`config.mk`:
```
export PLATFORM = sky130hd
export DESIGN_NAME = fdcm_seq
export DESIGN_NICKNAME = d
export VERILOG_FILES = /design/src/rtl/core/factorial_divisor_count_mod_assert.svh /design/src/rtl/core/fdcm_pkg.sv /design/src/rtl/core/fdcm_seq.sv
export SDC_FILE = /design/constraint.sdc
export NUM_CORES = 1
export LEC_CHECK = 0
export BUFFER_PORTS_ARGS = -buffer_cell sky130_fd_sc_hd__buf_2
export CAP_MARGIN = 20
export CORE_MARGIN = 2
export CORE_UTILIZATION = 49
export CTS_CLUSTER_DIAMETER = 50
export DETAILED_ROUTE_END_ITERATION = 7
export GPL_TIMING_DRIVEN = 0
export PLACE_DENSITY_LB_ADDON = 0.05
export SLEW_MARGIN = 20
export SYNTH_ARGS = -nofsm -noshare
export SYNTH_HDL_FRONTEND = slang
export SYNTH_SLANG_ARGS = --single-unit
```
`constraint.sdc`:
```
create_clock -name clk -period 3.4 [get_ports clk]
set_clock_uncertainty 0.1 [all_clocks]
set_input_delay 0.34 -clock clk [delete_from_list [all_inputs] [get_ports clk]]
set_output_delay 0.34 -clock clk [all_outputs]
set_load 0.005 [all_outputs]
```
`src/rtl/core/factorial_divisor_count_mod_assert.svh`:
```
// ----------------------------------------------------------------------------
// Assertion macros for the factorial divisor count block
// Short forms for same-cycle and next-cycle implications on clk / arst_n.
// ----------------------------------------------------------------------------
`ifndef FACTORIAL_DIVISOR_COUNT_MOD_ASSERT_SVH
`define FACTORIAL_DIVISOR_COUNT_MOD_ASSERT_SVH

// antecedent and consequent in the same cycle
`define FDCM_ASSERT_NOW(label, ante, cons) \
	label: assert property (@(posedge clk) disable iff (!arst_n) (ante) |-> (cons)) \
		else $error("fdcm same-cycle check failed");

// consequent in the cycle after the antecedent
`define FDCM_ASSERT_NEXT(label, ante, cons) \
	label: assert property (@(posedge clk) disable iff (!arst_n) (ante) |=> (cons)) \
		else $error("fdcm next-cycle check failed");

`endif

```
`src/rtl/core/fdcm_pkg.sv`:
```
// ----------------------------------------------------------------------------
// fdcm_pkg
// Shared types, constants and the microcode table of the divisor count block.
// ----------------------------------------------------------------------------
`default_nettype none

package fdcm_pkg;

	localparam int unsigned NUM_W = 11;
	localparam int unsigned RES_W = 30;
	localparam int unsigned PC_W  = 4;

	localparam logic [RES_W-1:0] DIV_MODULUS = 30'd1000000007;

	typedef enum logic [3:0] {
		OP_NOP,
		OP_IDLE,
		OP_CLEAR,
		OP_PINIT,
		OP_READ,
		OP_SEED,
		OP_WALK,
		OP_POW,
		OP_RESEED,
		OP_FIN,
		OP_TAKE,
		OP_PINC,
		OP_EMIT
	} op_t;

	typedef enum logic [3:0] {
		C_NEVER,
		C_ALWAYS,
		C_NO_START,
		C_M_LT_N,
		C_P_GT_N,
		C_FLAG,
		C_M_GT_N,
		C_Q_LE_N,
		C_MUL_BUSY
	} cond_t;

	typedef struct packed {
		op_t              op;
		cond_t            cond;
		logic [PC_W-1:0]  target;
	} ctl_t;

	typedef struct packed {
		logic start;
		logic m_lt_n;
		logic p_gt_n;
		logic flag;
		logic m_gt_n;
		logic q_le_n;
		logic mul_busy;
	} stat_t;

	// step addresses
	localparam logic [PC_W-1:0] A_IDLE   = 4'd0;
	localparam logic [PC_W-1:0] A_CLEAR  = 4'd1;
	localparam logic [PC_W-1:0] A_PINIT  = 4'd2;
	localparam logic [PC_W-1:0] A_PLOOP  = 4'd3;
	localparam logic [PC_W-1:0] A_SEED   = 4'd4;
	localparam logic [PC_W-1:0] A_WALK   = 4'd5;
	localparam logic [PC_W-1:0] A_STEP   = 4'd6;
	localparam logic [PC_W-1:0] A_POW    = 4'd7;
	localparam logic [PC_W-1:0] A_RESEED = 4'd8;
	localparam logic [PC_W-1:0] A_FIN    = 4'd9;
	localparam logic [PC_W-1:0] A_WAIT   = 4'd10;
	localparam logic [PC_W-1:0] A_TAKE   = 4'd11;
	localparam logic [PC_W-1:0] A_PINC   = 4'd12;
	localparam logic [PC_W-1:0] A_EMIT   = 4'd13;

	// Program: clear histogram, then for each unmarked p walk the multiples of
	// every power p^k <= n (marking composites on the first pass), fold the
	// exponent plus one into the running product.
	function automatic ctl_t ucode_word(input logic [PC_W-1:0] pc);
		ctl_t w;
		unique case (pc)
			A_IDLE:   w = '{op: OP_IDLE,   cond: C_NO_START, target: A_IDLE};
			A_CLEAR:  w = '{op: OP_CLEAR,  cond: C_M_LT_N,   target: A_CLEAR};
			A_PINIT:  w = '{op: OP_PINIT,  cond: C_NEVER,    target: A_IDLE};
			A_PLOOP:  w = '{op: OP_READ,   cond: C_P_GT_N,   target: A_EMIT};
			A_SEED:   w = '{op: OP_SEED,   cond: C_FLAG,     target: A_PINC};
			A_WALK:   w = '{op: OP_NOP,    cond: C_M_GT_N,   target: A_POW};
			A_STEP:   w = '{op: OP_WALK,   cond: C_ALWAYS,   target: A_WALK};
			A_POW:    w = '{op: OP_POW,    cond: C_NEVER,    target: A_IDLE};
			A_RESEED: w = '{op: OP_RESEED, cond: C_Q_LE_N,   target: A_WALK};
			A_FIN:    w = '{op: OP_FIN,    cond: C_NEVER,    target: A_IDLE};
			A_WAIT:   w = '{op: OP_NOP,    cond: C_MUL_BUSY, target: A_WAIT};
			A_TAKE:   w = '{op: OP_TAKE,   cond: C_NEVER,    target: A_IDLE};
			A_PINC:   w = '{op: OP_PINC,   cond: C_ALWAYS,   target: A_PLOOP};
			A_EMIT:   w = '{op: OP_EMIT,   cond: C_ALWAYS,   target: A_IDLE};
			default:  w = '{op: OP_NOP,    cond: C_ALWAYS,   target: A_IDLE};
		endcase
		return w;
	endfunction

endpackage

`default_nettype wire

```
`src/rtl/core/fdcm_seq.sv`:
```
// ----------------------------------------------------------------------------
// fdcm_seq
// Microcode sequencer: step counter, control word lookup, conditional jumps.
// ----------------------------------------------------------------------------
`default_nettype none

module fdcm_seq import fdcm_pkg::*; (
	input  wire logic  clk,
	input  wire logic  arst_n,
	input  wire stat_t stat,
	output ctl_t       ctl
);

	logic [PC_W-1:0] pc_q;
	logic            take;

	assign ctl = ucode_word(pc_q);

	always_comb begin
		unique case (ctl.cond)
			C_NEVER:    take = 1'b0;
			C_ALWAYS:   take = 1'b1;
			C_NO_START: take = !stat.start;
			C_M_LT_N:   take = stat.m_lt_n;
			C_P_GT_N:   take = stat.p_gt_n;
			C_FLAG:     take = stat.flag;
			C_M_GT_N:   take = stat.m_gt_n;
			C_Q_LE_N:   take = stat.q_le_n;
			C_MUL_BUSY: take = stat.mul_busy;
			default:    take = 1'b1;
		endcase
	end

	always_ff @(posedge clk or negedge arst_n) begin
		if (!arst_n) begin
			pc_q <= A_IDLE;
		end else begin
			pc_q <= take ? ctl.target : pc_q + PC_W'(1);
		end
	end

endmodule

`default_nettype wire

```
==> summary.txt <==
Floorplanning
  • Core area: between 0.001 and 0.0015 mm²
  • Initial Util: about half
  • Die area: 0.001630 mm²
  • I/O Pins: 21
  • Die width: 40.37 µm
  • Placement Rows: 13
  • Die height: 40.37 µm

Drt
  • Iteration-0 DRC Markers: 22
  • Vias: about 650
  • Highest Signal Layer: met4
  • Post-DRT Antenna Nets: 0
  • Routed wl met2: 804 µm
  • DR vias/cell: 5.586
  • Routed wire per std cell: 14.06 µm
  • Remaining DRCs: 0
  • Met3 Routed Length: between 100 and 150 µm
  • Met1 WL: 701 µm
  • Routed Wire Length: 1.631 mm
  • Drt first pass iters: 4

Yosys
  • Synth Net Count: 92
  • Post-synth EDFFs: 0
  • Synth cell count leaders: nand2_1, o21ai_0, a21oi_1, ha_1
  • Main synth FF type: dfrtp_1
  • Ys async rst share: 100.0%
  • Netlist cell types: 35
  • Register bit total from synthesis: 4
  • Yosys top cell area share: 15.44%
  • Synth top area cells: dfrtp_1, ha_1, mux2_4, o21ai_0, mux4_2
  • Post-Syn Instances: 77
  • Syn. warnings: 0
  • Sequential-to-total area share from yosys stat: approximately 15%
  • Top cell type by total area after synthesis: dfrtp_1
  • Syn Area/Cell: 8.417 µm²
  • Mapped cell area: 648.1 µm²

Timing
  • Final hold vios: 0
  • Achievable frequency: 320.2 MHz
  • Minimum clock period after layout: 3.124 ns
  • Setup_tns: 0 ns
  • Fin. max-slew vios: 0
  • RSZ-0062 raised after global routing: no
  • Final period util: 91.87%
  • Final setup viols: 0
  • Slew headroom: between 70% and 80%
  • Tightest Pin Transition: approximately 0.44 ns

Finish
  • Share of cells above drive strength 1: 37.62%
  • Utilization after layout: 63.51%
  • Largest register FFs: 4
  • Area occupied by registers: 100.1 µm²
  • Nets: about 120
  • Area of the multi-input gates: around 510 µm²
  • Area growth from synthesis to layout: 24.32%
  • Antenna cells: 0
  • Reg with most FFs: pc_q
  • Fill cells: 120
  • Largest regs: pc_q (4)

Power and ir drop
  • Sequential Power Share: 10.8%
  • PwrDens: 1322 mW/mm²
  • Max IR drop VDD: 0.0008049 V
  • P_sw: 0.0004931 W
  • Power Internal: 0.0005720 W
  • Sw Share: 46.29%
  • Comb pwr share: 83.3%
  • Clock network power share: under 10%
  • Leakage: 0.4069 nW

Place
  • DP HPWL: around 1.2 mm
  • Buffers on Ports: 20
  • Gpl congestion: 0.8454

Setup path
  • R2R cell count: 9
  • Critical path type: reg -> reg
  • Critical path required time: 3.43 ns
  • R2R setup slack: 0.28 ns
  • Setup crit start kind: register
  • Crit path DAT: 3.15 ns
  • Worst setup EP type: register
  • Reg2reg end: pc_q[2]
  • Maximum net fanout on the critical path: 11
  • Worst r2r src: pc_q[1]

CTS
  • Reg clk slew, reported paths: 0.04 ns
  • TritonCTS clock tree: built
  • Post-CTS setup buffer count: 0
  • Root buffer cell: clkbuf_4
  • H-Tree Depth: 1
  • CTS Sinks: 4
  • Number of CTS-inserted buffers: 3
  • Clock Tree Buf Depth: 2
  • Clk_lat worst skew: 0.25 ns

Global routing
  • Largest net degree at the start of global routing: 12
  • Number of global-route vias before repair: roughly 560
  • Grt total ovfl: 0
  • Initial antenna violation count: 0
  • First-pass GRT wire length: roughly 2.5 mm
  • Gr usage total: between 20% and 30%

Worst hold path
  • HP Class: in -> async

Outcome
  • Status: completed

Run
  • Max Cap Violations: 0
-- cells by family after synthesis --
logic type                 count (synthesis)  share of synthesized area (%)
buffers and inverters                     10                          6.562
adders and majority gates                  6                          11.58
muxes                                      8                          19.50
xor gates and xnor gates                   2                          2.703
DFF                                        4                          15.44
AOI/OAI and AO/OA                         24                          23.75
and+or+nand+nor                           23                          20.47
-- timing repair --
action | CTS | global route
hold buffers | 1 | 0
setup endpoints to repair | 0 | 4
endpoints found under the hold margin | 4 | 0
gates resized for setup | 0 | 1
-- power by group through the flow --
stage                     logic, W  clock network, W  registers (W)
after global routing      0.000967         0.0000667       0.000120
after detailed placement  0.000873                 0       0.000116
final                     0.000887         0.0000635       0.000115
after floorplan           0.000668                 0       0.000103
after CTS                 0.000878         0.0000631       0.000115
after global placement    0.000870                 0       0.000114
-- per-layer routing --
metal / vias to the layer above / GRT usage (%)
li1: 329 / -
met1: 286 / 27.63
met2: 29 / 37.30
met3: 4 / 6.111
met4: 0 / 10.00
met5: - / 0
-- cell type report --
cell class                      instances  share of cell area, %
Buffer                                  5                  2.950
Clock buffer                            3                  2.795
Inverter                                5                  2.329
Multi-Input combinational cell         63                  63.51
Sequential cell                         4                  12.42
Tap cell                               15                  2.329
Timing Repair Buffer                   21                  13.66
-- stage by stage --
step	hold slack [ns]	area [µm²]	cells	setup WS, ns	power, W
2_1_floorplan	-0.05559	648.1	77	0.4514	0.0007707
3_3_place_gp	0.04615	767.0	112	0.1616	0.0009834
3_5_place_dp	0.05409	767.0	112	0.1330	0.0009891
4_1_cts	0.3378	799.5	116	0.1301	0.001056
5_1_grt	0.3627	805.8	116	0.08951	0.001154
6_report	0.3554	805.8	116	0.2765	0.001065
-- placed cells by master, fill, tap and decap left out, types with 2 or more instances in the layout --
master and n:
buf_2 21, nand2_1 9, o21ai_0 9, a21oi_1 6, ha_1 6, inv_1 4, mux2_4 4, dfrtp_1 4
clkbuf_1 3, clkbuf_4 3, a21o_1 2, nor2_1 2, nand2b_1 2, mux4_2 2, nand3_1 2
-- worst max path at each step --
stage / start / end / depth (start not counted)
floorplan: pc_q[1] / pc_q[0] / 9
global placement: pc_q[1] / pc_q[2] / 9
detailed placement: pc_q[1] / pc_q[2] / 9
CTS: pc_q[1] / pc_q[2] / 9
global route: pc_q[1] / pc_q[2] / 9
finish: pc_q[1] / pc_q[2] / 9
-- worst max-delay path, stage by stage (launching register included) --
cell	delay, ns
dfrtp_1	0.53
inv_1	0.20
ha_1	0.21
buf_2	0.18
nor4b_2	0.40
nor3_4	0.09
inv_2	0.07
mux4_2	0.50
a211o_4	0.40
mux2_4	0.32
No activity file was read; power rests on OpenSTA's default activity.
